`src/rtl/bbrq_pkg.sv`:
```
`timescale 1ns / 1ps

package bbrq_pkg;

    localparam int DEPTH_DEFAULT       = 16;
    localparam int MAX_READERS_DEFAULT = 8;

    // Request codes carried in req_type.
    localparam logic [2:0] REQ_ALLOC   = 3'd0;
    localparam logic [2:0] REQ_COMMIT  = 3'd1;
    localparam logic [2:0] REQ_TAKE    = 3'd2;
    localparam logic [2:0] REQ_RELEASE = 3'd3;
    localparam logic [2:0] REQ_CLOSE   = 3'd4;
    localparam logic [2:0] REQ_STATUS  = 3'd5;

    // Status codes returned with every result item.
    localparam logic [2:0] STS_OK     = 3'd0;
    localparam logic [2:0] STS_FULL   = 3'd1;
    localparam logic [2:0] STS_EMPTY  = 3'd2;
    localparam logic [2:0] STS_EOS    = 3'd3;
    localparam logic [2:0] STS_MISUSE = 3'd4;

    // Configuration register indexes.
    localparam logic [1:0] CFG_DELIVERY_MODE = 2'd0;
    localparam logic [1:0] CFG_READER_COUNT  = 2'd1;
    localparam logic [1:0] CFG_WRITER_COUNT  = 2'd2;

    typedef enum logic [1:0] {
        ST_CLEAR,
        ST_IDLE,
        ST_EXEC
    } state_t;

    typedef struct packed {
        logic [2:0] req_type;
        logic [2:0] reader_id;
        logic [3:0] buffer_in;
    } req_item_t;

    typedef struct packed {
        logic [2:0] status;
        logic [3:0] buffer_out;
        logic       queue_empty;
        logic       queue_full;
        logic       stream_ended;
    } rsp_item_t;

endpackage

```
`src/rtl/broadcast_buffer_ring_queue.sv`:
```
`timescale 1ns / 1ps
// Channel  Handshake                    Payload
// req      req_valid / req_stall        req_item  (req_type, reader_id, buffer_in)
// rsp      rsp_valid / rsp_stall        rsp_item  (status, buffer_out, flags)
// cfg      cfg_valid / cfg_ready        cfg_index, cfg_data
//
// Each request is accepted in the idle state, where the slot memories are read;
// in the execute state the read data is used and written back.
// After reset a clearing pass loads each slot of the buffer memory with its own
// index; no request is accepted during it, configuration writes are.
// A result waiting under rsp_stall does not block the next acceptance; that
// request then waits in the execute state until the output register is free.

module broadcast_buffer_ring_queue #(
    parameter int DEPTH       = bbrq_pkg::DEPTH_DEFAULT,
    parameter int MAX_READERS = bbrq_pkg::MAX_READERS_DEFAULT
) (
    input  logic                clk,
    input  logic                rst_n,
    input  logic                req_valid,
    output logic                req_stall,
    input  bbrq_pkg::req_item_t req_item,
    output logic                rsp_valid,
    input  logic                rsp_stall,
    output bbrq_pkg::rsp_item_t rsp_item,
    input  logic                cfg_valid,
    output logic                cfg_ready,
    input  logic [1:0]          cfg_index,
    input  logic [3:0]          cfg_data
);

    localparam int PW = $clog2(2 * DEPTH);
    localparam int SW = $clog2(DEPTH);
    localparam int RW = (MAX_READERS > 1) ? $clog2(MAX_READERS) : 1;
    localparam int CW = $clog2(MAX_READERS + 1);

    function automatic logic [PW-1:0] ptr_inc(input logic [PW-1:0] p);
        return (p == PW'(2 * DEPTH - 1)) ? '0 : p + PW'(1);
    endfunction

    function automatic logic [SW-1:0] ptr_slot(input logic [PW-1:0] p);
        logic [PW-1:0] s;
        s = (p >= PW'(DEPTH)) ? p - PW'(DEPTH) : p;
        return s[SW-1:0];
    endfunction

    function automatic logic [PW:0] ptr_dist(input logic [PW-1:0] a,
                                             input logic [PW-1:0] b);
        logic [PW:0] d;
        if (a >= b)
        begin
            d = {1'b0, a} - {1'b0, b};
        end
        else
        begin
            d = {1'b0, a} + (PW + 1)'(2 * DEPTH) - {1'b0, b};
        end
        return d;
    endfunction

    function automatic logic [RW-1:0] rid_index(input logic [2:0] r);
        logic [RW+2:0] w;
        w = {{RW{1'b0}}, r};
        return w[RW-1:0];
    endfunction

    function automatic logic [CW-1:0] eff_readers(input logic [3:0] rc);
        int n;
        n = int'(rc);
        if (n < 1)
        begin
            n = 1;
        end
        if (n > MAX_READERS)
        begin
            n = MAX_READERS;
        end
        return CW'(n);
    endfunction

    bbrq_pkg::state_t    state_reg, state_next;
    logic [SW-1:0]       clr_cnt_reg;
    bbrq_pkg::req_item_t req_q_reg;
    bbrq_pkg::rsp_item_t rsp_item_reg, rsp_item_next;
    logic                rsp_valid_reg;

    logic                mode_reg;
    logic [3:0]          rcount_reg;
    logic [3:0]          open_reg, open_next;
    logic                end_reg, end_next;

    logic [PW-1:0]       alloc_reg, alloc_next;
    logic [PW-1:0]       commit_reg, commit_next;
    logic [PW-1:0]       take_reg, take_next;
    logic [PW-1:0]       ret_reg, ret_next;
    logic [PW-1:0]       free_reg, free_next;
    logic [PW-1:0]       rd_ptr_reg [MAX_READERS];
    logic [PW-1:0]       rd_ptr_next;
    logic                rd_ptr_we;

    logic                accept;
    logic                exec_go;
    logic                clearing;

    logic [SW-1:0]       rd_addr;
    logic [SW-1:0]       buf_waddr, pend_waddr;
    logic [3:0]          buf_wdata;
    logic [CW-1:0]       pend_wdata;
    logic                buf_we, pend_we;
    logic [SW-1:0]       x_buf_waddr;
    logic [3:0]          x_buf_wdata;
    logic                x_buf_we;
    logic [3:0]          buf_rdata;
    logic [CW-1:0]       pend_rdata;
    logic [SW+3:0]       clr_ext;

    logic [RW-1:0]       q_rid;
    logic [PW-1:0]       rp_sel;
    logic [CW-1:0]       eff_n;
    logic                bcast;
    logic                rid_ok;
    logic                bin_bad;
    logic [CW-1:0]       pend_dec;
    logic [PW-1:0]       take_src;

    // Next-state logic.
    always_comb
    begin
        state_next = state_reg;
        case (state_reg)
            bbrq_pkg::ST_CLEAR:
            begin
                if (clr_cnt_reg == SW'(DEPTH - 1))
                begin
                    state_next = bbrq_pkg::ST_IDLE;
                end
            end
            bbrq_pkg::ST_IDLE:
            begin
                if (req_valid)
                begin
                    state_next = bbrq_pkg::ST_EXEC;
                end
            end
            bbrq_pkg::ST_EXEC:
            begin
                if (!(rsp_valid_reg && rsp_stall))
                begin
                    state_next = bbrq_pkg::ST_IDLE;
                end
            end
            default:
            begin
                state_next = bbrq_pkg::ST_CLEAR;
            end
        endcase
    end

    // Control outputs of the sequencer.
    always_comb
    begin
        req_stall = 1'b1;
        exec_go   = 1'b0;
        clearing  = 1'b0;
        case (state_reg)
            bbrq_pkg::ST_CLEAR:
            begin
                clearing = 1'b1;
            end
            bbrq_pkg::ST_IDLE:
            begin
                req_stall = 1'b0;
            end
            bbrq_pkg::ST_EXEC:
            begin
                exec_go = !(rsp_valid_reg && rsp_stall);
            end
            default:
            begin
                req_stall = 1'b1;
            end
        endcase
    end

    assign accept    = req_valid && !req_stall;
    assign cfg_ready = 1'b1;

    // Read address for the slot the incoming request will touch.
    always_comb
    begin
        case (req_item.req_type)
            bbrq_pkg::REQ_TAKE:
            begin
                rd_addr = mode_reg ? ptr_slot(rd_ptr_reg[rid_index(req_item.reader_id)])
                                   : ptr_slot(take_reg);
            end
            bbrq_pkg::REQ_RELEASE:
            begin
                rd_addr = ptr_slot(rd_ptr_reg[rid_index(req_item.reader_id)]);
            end
            default:
            begin
                rd_addr = ptr_slot(alloc_reg);
            end
        endcase
    end

    assign q_rid   = rid_index(req_q_reg.reader_id);
    assign rp_sel  = rd_ptr_reg[q_rid];
    assign eff_n   = eff_readers(rcount_reg);
    assign bcast   = mode_reg;
    assign rid_ok  = int'(req_q_reg.reader_id) < int'(eff_n);
    assign bin_bad = int'(req_q_reg.buffer_in) >= DEPTH;
    assign pend_dec = (pend_rdata != '0) ? pend_rdata - CW'(1) : '0;
    assign take_src = bcast ? rp_sel : take_reg;

    // Request execution, using the slot data read when the request was accepted.
    always_comb
    begin
        rsp_item_next        = '0;
        rsp_item_next.status = bbrq_pkg::STS_OK;
        alloc_next  = alloc_reg;
        commit_next = commit_reg;
        take_next   = take_reg;
        ret_next    = ret_reg;
        free_next   = free_reg;
        open_next   = open_reg;
        end_next    = end_reg;
        rd_ptr_next = rp_sel;
        rd_ptr_we   = 1'b0;
        x_buf_we    = 1'b0;
        x_buf_waddr = ptr_slot(commit_reg);
        x_buf_wdata = req_q_reg.buffer_in;
        pend_we     = 1'b0;
        pend_waddr  = ptr_slot(commit_reg);
        pend_wdata  = eff_n;

        case (req_q_reg.req_type)
            bbrq_pkg::REQ_ALLOC:
            begin
                if (ptr_dist(alloc_reg, free_reg) >= (PW + 1)'(DEPTH))
                begin
                    rsp_item_next.status = bbrq_pkg::STS_FULL;
                end
                else
                begin
                    rsp_item_next.buffer_out = buf_rdata;
                    alloc_next = ptr_inc(alloc_reg);
                end
            end
            bbrq_pkg::REQ_COMMIT:
            begin
                if (commit_reg == alloc_reg || bin_bad)
                begin
                    rsp_item_next.status = bbrq_pkg::STS_MISUSE;
                end
                else
                begin
                    x_buf_we    = 1'b1;
                    pend_we     = 1'b1;
                    commit_next = ptr_inc(commit_reg);
                end
            end
            bbrq_pkg::REQ_TAKE:
            begin
                if (bcast && !rid_ok)
                begin
                    rsp_item_next.status = bbrq_pkg::STS_MISUSE;
                end
                else if (take_src == commit_reg)
                begin
                    rsp_item_next.status = end_reg ? bbrq_pkg::STS_EOS
                                                   : bbrq_pkg::STS_EMPTY;
                end
                else
                begin
                    rsp_item_next.buffer_out = buf_rdata;
                    if (!bcast)
                    begin
                        take_next = ptr_inc(take_reg);
                    end
                end
            end
            bbrq_pkg::REQ_RELEASE:
            begin
                if (!bcast)
                begin
                    if (ret_reg == take_reg || bin_bad)
                    begin
                        rsp_item_next.status = bbrq_pkg::STS_MISUSE;
                    end
                    else
                    begin
                        x_buf_we    = 1'b1;
                        x_buf_waddr = ptr_slot(ret_reg);
                        ret_next    = ptr_inc(ret_reg);
                        free_next   = ptr_inc(ret_reg);
                    end
                end
                else if (!rid_ok || rp_sel == commit_reg)
                begin
                    rsp_item_next.status = bbrq_pkg::STS_MISUSE;
                end
                else
                begin
                    rd_ptr_we   = 1'b1;
                    rd_ptr_next = ptr_inc(rp_sel);
                    pend_we     = 1'b1;
                    pend_waddr  = ptr_slot(rp_sel);
                    pend_wdata  = pend_dec;
                    if (pend_dec == '0 && take_reg != commit_reg)
                    begin
                        take_next = ptr_inc(take_reg);
                        free_next = ptr_inc(free_reg);
                    end
                end
            end
            bbrq_pkg::REQ_CLOSE:
            begin
                if (open_reg == 4'd0)
                begin
                    rsp_item_next.status = bbrq_pkg::STS_MISUSE;
                end
                else
                begin
                    open_next = open_reg - 4'd1;
                    if (open_reg == 4'd1)
                    begin
                        end_next = 1'b1;
                    end
                end
            end
            bbrq_pkg::REQ_STATUS:
            begin
                rsp_item_next.status = bbrq_pkg::STS_OK;
            end
            default:
            begin
                rsp_item_next.status = bbrq_pkg::STS_MISUSE;
            end
        endcase

        rsp_item_next.queue_empty  = (take_next == commit_next);
        rsp_item_next.queue_full   = ptr_dist(alloc_next, free_next) >= (PW + 1)'(DEPTH);
        rsp_item_next.stream_ended = end_next && (take_next == commit_next);
    end

    // The clearing pass owns the buffer memory's write port until it ends.
    assign clr_ext   = {4'b0000, clr_cnt_reg};
    assign buf_we    = clearing || (exec_go && x_buf_we);
    assign buf_waddr = clearing ? clr_cnt_reg : x_buf_waddr;
    assign buf_wdata = clearing ? clr_ext[3:0] : x_buf_wdata;

    bbrq_ram #(
        .WIDTH (4),
        .DEPTH (DEPTH)
    ) u_slot_buffer (
        .clk   (clk),
        .we    (buf_we),
        .waddr (buf_waddr),
        .wdata (buf_wdata),
        .re    (accept),
        .raddr (rd_addr),
        .rdata (buf_rdata)
    );

    bbrq_ram #(
        .WIDTH (CW),
        .DEPTH (DEPTH)
    ) u_slot_pending (
        .clk   (clk),
        .we    (exec_go && pend_we),
        .waddr (pend_waddr),
        .wdata (pend_wdata),
        .re    (accept),
        .raddr (rd_addr),
        .rdata (pend_rdata)
    );

    always_ff @(posedge clk)
    begin
        if (accept)
        begin
            req_q_reg <= req_item;
        end
        if (exec_go)
        begin
            rsp_item_reg <= rsp_item_next;
        end
    end

    always_ff @(posedge clk or negedge rst_n)
    begin
        if (!rst_n)
        begin
            state_reg     <= bbrq_pkg::ST_CLEAR;
            clr_cnt_reg   <= '0;
            rsp_valid_reg <= 1'b0;
            mode_reg      <= 1'b0;
            rcount_reg    <= 4'd1;
            open_reg      <= 4'd1;
            end_reg       <= 1'b0;
            alloc_reg     <= '0;
            commit_reg    <= '0;
            take_reg      <= '0;
            ret_reg       <= '0;
            free_reg      <= '0;
            for (int i = 0; i < MAX_READERS; i++)
            begin
                rd_ptr_reg[i] <= '0;
            end
        end
        else
        begin
            state_reg <= state_next;
            if (clearing)
            begin
                clr_cnt_reg <= clr_cnt_reg + SW'(1);
            end

            if (exec_go)
            begin
                rsp_valid_reg <= 1'b1;
            end
            else if (!rsp_stall)
            begin
                rsp_valid_reg <= 1'b0;
            end

            if (exec_go)
            begin
                alloc_reg  <= alloc_next;
                commit_reg <= commit_next;
                take_reg   <= take_next;
                ret_reg    <= ret_next;
                free_reg   <= free_next;
                open_reg   <= open_next;
                end_reg    <= end_next;
                if (rd_ptr_we)
                begin
                    rd_ptr_reg[q_rid] <= rd_ptr_next;
                end
            end

            if (cfg_valid && cfg_ready)
            begin
                case (cfg_index)
                    bbrq_pkg::CFG_DELIVERY_MODE:
                    begin
                        mode_reg <= cfg_data[0];
                    end
                    bbrq_pkg::CFG_READER_COUNT:
                    begin
                        rcount_reg <= cfg_data;
                    end
                    bbrq_pkg::CFG_WRITER_COUNT:
                    begin
                        open_reg <= (cfg_data == 4'd0) ? 4'd1 : cfg_data;
                        end_reg  <= 1'b0;
                    end
                    default:
                    begin
                        mode_reg <= mode_reg;
                    end
                endcase
            end
        end
    end

    assign rsp_valid = rsp_valid_reg;
    assign rsp_item  = rsp_item_reg;

`ifndef NO_ASSERTIONS
    // A stalled result item stays valid and unchanged until it is taken.
    a_rsp_hold: assert property (@(posedge clk) disable iff (!rst_n)
        rsp_valid_reg && rsp_stall |=> rsp_valid_reg && $stable(rsp_item_reg))
        else $error("stalled result item changed or was dropped");

    // A fresh result only ever comes out of the execute cycle.
    a_rsp_source: assert property (@(posedge clk) disable iff (!rst_n)
        $rose(rsp_valid_reg) |-> $past(state_reg == bbrq_pkg::ST_EXEC))
        else $error("result appeared without an executed request");

    // An accepted request always moves on to execution in the next cycle.
    a_accept_exec: assert property (@(posedge clk) disable iff (!rst_n)
        accept |=> state_reg == bbrq_pkg::ST_EXEC)
        else $error("accepted request did not reach execution");
`endif

endmodule

```
`src/rtl/bbrq_ram.sv`:
```
`timescale 1ns / 1ps

module bbrq_ram #(
    parameter int WIDTH = 4,
    parameter int DEPTH = 16
) (
    input  logic                                   clk,
    input  logic                                   we,
    input  logic [(DEPTH > 1 ? $clog2(DEPTH) : 1)-1:0] waddr,
    input  logic [WIDTH-1:0]                       wdata,
    input  logic                                   re,
    input  logic [(DEPTH > 1 ? $clog2(DEPTH) : 1)-1:0] raddr,
    output logic [WIDTH-1:0]                       rdata
);

    logic [WIDTH-1:0] mem [DEPTH];
    logic [WIDTH-1:0] rdata_reg;

    always_ff @(posedge clk)
    begin
        if (we)
        begin
            mem[waddr] <= wdata;
        end
        if (re)
        begin
            rdata_reg <= mem[raddr];
        end
    end

    assign rdata = rdata_reg;

endmodule

```
`config.mk`:
```
export PLATFORM = sky130hd
export DESIGN_NAME = broadcast_buffer_ring_queue
export DESIGN_NICKNAME = d
export VERILOG_FILES = /design/src/rtl/bbrq_pkg.sv /design/src/rtl/broadcast_buffer_ring_queue.sv /design/src/rtl/bbrq_ram.sv
export SDC_FILE = /design/constraint.sdc
export NUM_CORES = 1
export LEC_CHECK = 0
export ABC_AREA = 1
export BUFFER_PORTS_ARGS = -buffer_cell sky130_fd_sc_hd__buf_2
export CAP_MARGIN = 40
export CORE_MARGIN = 4
export CORE_UTILIZATION = 50
export DETAILED_ROUTE_END_ITERATION = 8
export HOLD_SLACK_MARGIN = 0.15
export PLACE_DENSITY = 0.73
export SLEW_MARGIN = 20
export SYNTH_ARGS = -nofsm -noshare
export SYNTH_HDL_FRONTEND = slang
export SYNTH_SLANG_ARGS = --single-unit
```
`constraint.sdc`:
```
create_clock -name clk -period 6.45 [get_ports clk]
set_clock_uncertainty 0.1 [all_clocks]
set_input_delay 0.3225 -clock clk [delete_from_list [all_inputs] [get_ports clk]]
set_output_delay 0.3225 -clock clk [all_outputs]
set_load 0.02 [all_outputs]
```
### Word level (Yosys, flattened, before mapping)

Memory sizes are Yosys's and may differ from the RTL's. A register that Yosys moved wholly into a read port is not among the register bits.
Index checks and enable logic that the tools add are counted.

* input bits: 21
* memories: 2
* memory bits (writable): 128
* output and inout bits: 13
* register bits: 102
* word-level logic and storage cells: 231

* $lt $le $gt $ge: 16
* add/sub/neg operators: 21
* multiplexer cells: 107
* bitwise operators: 4
* equal/unequal tests: 29
* reduce and logical (&&, ||, !) cells: 24

Memory list
* u_slot_buffer.mem: depth 16, bits a word 4, rd ports 1, clocked after Yosys merged registers in 1, write ports 1, RTL line bbrq_ram.sv:16 `logic [WIDTH-1:0] mem [DEPTH];`
* u_slot_pending.mem: depth 16, bits a word 4, rd ports 1, clocked after Yosys merged registers in 1, write ports 1, RTL line bbrq_ram.sv:16

Operators with widths (count)
* $mux W5: 30
* $mux W4: 30
* $bwmux W40: 1
* $gt A32 B5 Y1 const B: 1
* $sub A4 B1 Y4 const B: 8
* $add A5 B1 Y5 const B: 6
* $bmux W5 S3: 2
* $eq A5 B5 Y1 const B: 6
* $ge A5 B5 Y1 const B: 6
* $eq A5 B5 Y1: 5
* $mux W1: 23
* $mux W3: 6
* $mux W6: 3
* $pmux W3 S6: 1
* $pmux W4 S2: 2
* $demux W5 S3: 1
* $add A5 B6 Y6 const B: 2
* $eq A3 B2 Y1 const B: 4
* $ge A6 B5 Y1 const B: 2
* $logic_not A4 Y1: 3
* $sub A5 B5 Y6: 2
* $sub A6 B5 Y6: 2
* $ge A5 B5 Y1: 2
* $pmux W5 S2: 1
* other kinds (27): 52

### Longest topological paths before layout

* depth after elaboration: 13
* depth in mapped cells: 26
* gate-level depth less buffers: 25

### Cells and area by module

Synthesis repeated with hierarchy kept, for this count alone.

* cell total of the unflattened synthesis: 1620
* area, all modules: 13153.9 µm²

Modules (own cells, without submodules)
* broadcast_buffer_ring_queue: cells each 1038, area an instance 7139.3 µm², instances 1, sequential area each 2655.0 µm²
* bbrq_ram at u_slot_buffer: cells each 292, area an instance 3007.9 µm², instances 1, sequential area each 2042.0 µm²
* bbrq_ram at u_slot_pending: cells each 290, area an instance 3006.6 µm², instances 1, sequential area each 2042.0 µm²

### Worst setup path before layout

OpenSTA, ideal clock, no wires.

* path kind: register to register
* start: register req_q_reg (netlist bit q_rid[0])
* end: register rsp_item_reg (netlist bit rsp_item[1]), data pin
* arrival time: 2.658 ns
* library setup time: 0.260 ns
* buffers on the path: 2
* period minus slack after synthesis: 3.018 ns
* stages on the path, launching flop included: 27
* required time: 6.090 ns
* path slack: 3.432 ns
* path through: edfxtp_1 -> buf_6 -> buf_6 -> nand2_1 -> o21ai_1 -> nand2_1 -> nand2_1 -> nand2_1 -> nand2_2 -> nand2_1 -> nand2_1 -> nor2_1 -> nand2_2 -> nand2_4 -> nor2_4 -> o21ai_0 -> o211ai_1 -> o2111ai_1 -> o21ai_0 -> ha_1 -> inv_1 -> o21ai_0 -> nand2_1 -> inv_1 -> o21ai_0 -> nand3b_1 -> o21ai_0

RTL lines
* start, declared: RTL line broadcast_buffer_ring_queue.sv:83 `bbrq_pkg::req_item_t req_q_reg;`
* start signal, assigned: RTL line broadcast_buffer_ring_queue.sv:384 `req_q_reg <= req_item;`
* end signal, assigned: RTL line broadcast_buffer_ring_queue.sv:388 `rsp_item_reg <= rsp_item_next;`
* end, declared: RTL line broadcast_buffer_ring_queue.sv:84 `bbrq_pkg::rsp_item_t rsp_item_reg, rsp_item_next;`

### Worst setup path in the final report

* start: register req_q_reg[9] (netlist name)
* end: memory u_slot_buffer.mem[10][2], enable pin

* cells in the longest elaborated chain, start to end: 6
* elaborated cells on any way between the ends: 9
* those cells by class: eq/ne (2); mux (5); reduce/logical (2)

Ends and longest elaborated chain
* $eq A3 B2 Y1 or $eq A3 B1 Y1 (tied branches): RTL line broadcast_buffer_ring_queue.sv:238 `case (req_q_reg.req_type)`
* $pmux W1 S2: RTL line broadcast_buffer_ring_queue.sv:238
* $logic_and A1 B1 Y1: RTL line broadcast_buffer_ring_queue.sv:350 `assign buf_we = clearing || (exec_go && x_buf_we);`
* $logic_or A1 B1 Y1: RTL line broadcast_buffer_ring_queue.sv:350
* $mux W1: RTL line bbrq_ram.sv:21 `if (we)`
* $mux W1 (not written as such): RTL line bbrq_ram.sv:23 `mem[waddr] <= wdata;`
* end, declared: RTL line bbrq_ram.sv:16

Several ways; a longest one is shown, not always the timed one.

==> results.yml <==
status:
  status: "completed"
floorplan:
  die_w_um: 168
  dieArea_mm2: 0.0283
  rows: 58
  io_pins: 34
  start_util_pct: 50.9
  core_area_mm2: 0.0252
  die_h_um: 168
critical_path:
  worstPathArrival_ns: 3.85
  critical_path.endpoint_type: "flip-flop"
  worst_path_dominant_cell_family: "simple AND/OR/NAND/NOR gates"
  cp_max_fo: 14
  critPathSlowestCell: "edfxtp_1"
  path_cells: "nor2_1, inv_1, nor2_4, inv_1, nor2_1, inv_1, nor2_1, nor3_1, inv_1, nand3_1, nor2_1"
  path_buf_inv: 4
  start_kind: "flip-flop"
  path_class: "flip-flop to flip-flop"
  cpPeakStageDelay_ns: 0.45
  cp.required_ns: 6.55
sta:
  fin_tns_setup_ns: 0
  period_share_pct: 58.2
  setup_violations: 0
  relSlewSlack_pct: 42.6
  max_freq_ghz: 0.266
  hold_viol: 0
  worstMarginPinSlew_ns: 0.858
  slew_violations: 0
  fin_crit_ns: 3.75
  rsz0062_at_grt: "false"
synth:
  yosys_warnings: 0
  synth.largest_area_cell: "edfxtp_1"
  ys_async_sr_fraction_pct: 34.5
  syn_area_mm2: 0.0128
  synth_seq_cells: 238
  synthFlopType: "edfxtp_1"
  synthTopCellsByArea: "edfxtp_1 37%, dfrtp_1 16%, nand2_1 11%"
  yosysMostFrequentCell: "nand2_1"
  yosys-top-cells-count: "379 x nand2_1, 194 x inv_1, 156 x edfxtp_1"
  avgSynthCellArea_um2: 8.64
  synthDistinctLibCells: 56
  netlist_instances: 1485
  synth-edff-count: 156
  syn-num-nets: 1535
  yosysTopAreaCellShare_pct: 36.5
  yosysSeqAreaShare_pct: 52.5
cts:
  cts_buffers: 26
  cts-root-buf: "clkbuf_16"
  ctsResizeCount: 0
  htree_levels: 1
  postCtsSetupBuffers: 0
  cts_tree: "done"
  clk_latency_ns: 0.54
  hold_buffers: 24
  clock_sink_count: 238
  clk_path_buf_depth: 3
  clkTransAtPathRegs_ns: 0.06
final_layout:
  nets: 1587
  fin_cells: 1886
  diodes: 0
  fill_cells: 2210
  synthToLayoutAreaGrowth_pct: 12.0
  drive_gt1_share_pct: 9.58
drt:
  dr_total_vias: 10300
  ant_nets: 0
  routed_wl_um: 31500
  drt-pass1-iter-count: 6
  post_drt_wl_per_cell_um: 16.7
  drtIter0Drc: 881
  route.detailed.drc: 0
  viasPerCell: 5.46
global_route:
  antenna_found_initial: 0
  grt_max_degree: 68
  overflow: 0
  grt_pass1_vias: 9844
  grt_pass1_wl_um: 51300
  grt_usage_pct: 22.3
power_and_ir_drop:
  p_switching_uw: 1990
  internal-power_uw: 3350
  p_sw_share_pct: 37.2
  comb_power_share_pct: 33.0
  power_density_mw_per_mm2: 372
  p_leak_uw: 0.00622
  ir_worst_vdd_mv: 0.265
  power_frac_seq_pct: 41.1
  p_clk_share_pct: 25.9
placement:
  dp_hpwl_um: 21800
  portBuffers: 32
  placed_cells: 1814
  place.gp.congestion: 0.953
min_path:
  hp-class: "input port to async pin"
job:
  maxCapViolations: 0
==> power by group through the flow <==
stage | Combinational (uW) | Sequential [uW] | Clock [uW]
after floorplan | 1280 | 2140 | 0
after CTS | 1750 | 2200 | 1410
final | 1760 | 2200 | 1380
after global placement | 1650 | 2220 | 0
after detailed placement | 1720 | 2230 | 0
after global routing | 2000 | 2230 | 1480
==> worst register-to-register path: stages, from the launching register on <==
cell and delay (ns):
edfxtp_1 0.45, nor2_1 0.31, inv_1 0.23, nor2_4 0.40, inv_1 0.16, nor2_1 0.28, inv_1 0.20, nor2_1 0.40
nor3_1 0.14, inv_1 0.11, nand3_1 0.22, nor2_1 0.41
==> cell families (layout without fill, tap and decap cells) <==
kind of cell	after synthesis	in the layout	synth area share (%)
buffers and inverters	260	331	8.16
adders and majority gates	29	29	2.83
DFF	238	238	52.5
AOI/OAI and AO/OA	293	293	13.6
and+or+nand+nor	653	653	22.1
xor gates and xnor gates	11	11	0.751
other	1	1	0.0292
==> final cells by class <==
type	count	area, um^2	area share [%]
Clock buffer	35	684	4.76
Clock inverter	12	103	0.714
Inverter	213	802	5.58
Multi-Input combinational cell	987	5070	35.3
Sequential cell	238	6740	46.9
Tap cell	330	413	2.87
Timing Repair Buffer	71	556	3.87
==> final timing paths <==
check / from / depth (start not counted) / endpoint / slack [ns]
max: req_q_reg[9] / 11 / u_slot_buffer.mem[10][2] / 2.70
min in group clk: rd_ptr_reg[27] / 2 / rd_ptr_reg[27] / 0.39
max reg2reg: req_q_reg[9] / 11 / u_slot_buffer.mem[10][2] / 2.70
max in group asynchronous: rst_n / 3 / rd_ptr_reg[14] / 5.06
min: rst_n / 2 / rd_ptr_reg[35] / 0.20
min reg2reg: rd_ptr_reg[27] / 2 / rd_ptr_reg[27] / 0.39
==> cells in the final DEF, fill, tap and decap left out, drive strengths merged, types with 35 or more instances in the layout <==
master / instances
clkbuf: 35
nor2: 135
o211ai: 51
buf: 47
edfxtp: 156
inv: 206
nand3: 89
nand2: 400
dfrtp: 80
a21oi: 48
o21ai: 152
==> per-stage QoR <==
stage | utilization (%) | worst slack (ns) | power, uW | area [um^2] | hold WS (ns)
3_5_place_dp | 52.9 | 2.40 | 3950 | 13300 | 0.223
4_1_cts | 57.0 | 2.39 | 5360 | 14400 | 0.193
3_3_place_gp | 52.7 | 2.56 | 3870 | 13300 | 0.228
5_1_grt | 57.0 | 2.42 | 5700 | 14400 | 0.258
2_1_floorplan | - | 3.43 | 3430 | 12800 | -0.0731
6_report | 57.0 | 2.70 | 5350 | 14400 | 0.197
==> metal layers <==
layer	vias to the layer above	wire [um]	GRT usage (%)
met3	64	2050	3.01
met1	4824	13800	30.9
li1	5073	-	-
met4	0	881	6.95
met5	-	0	0
met2	337	14700	36.7
No activity file was read; power rests on OpenSTA's default activity.
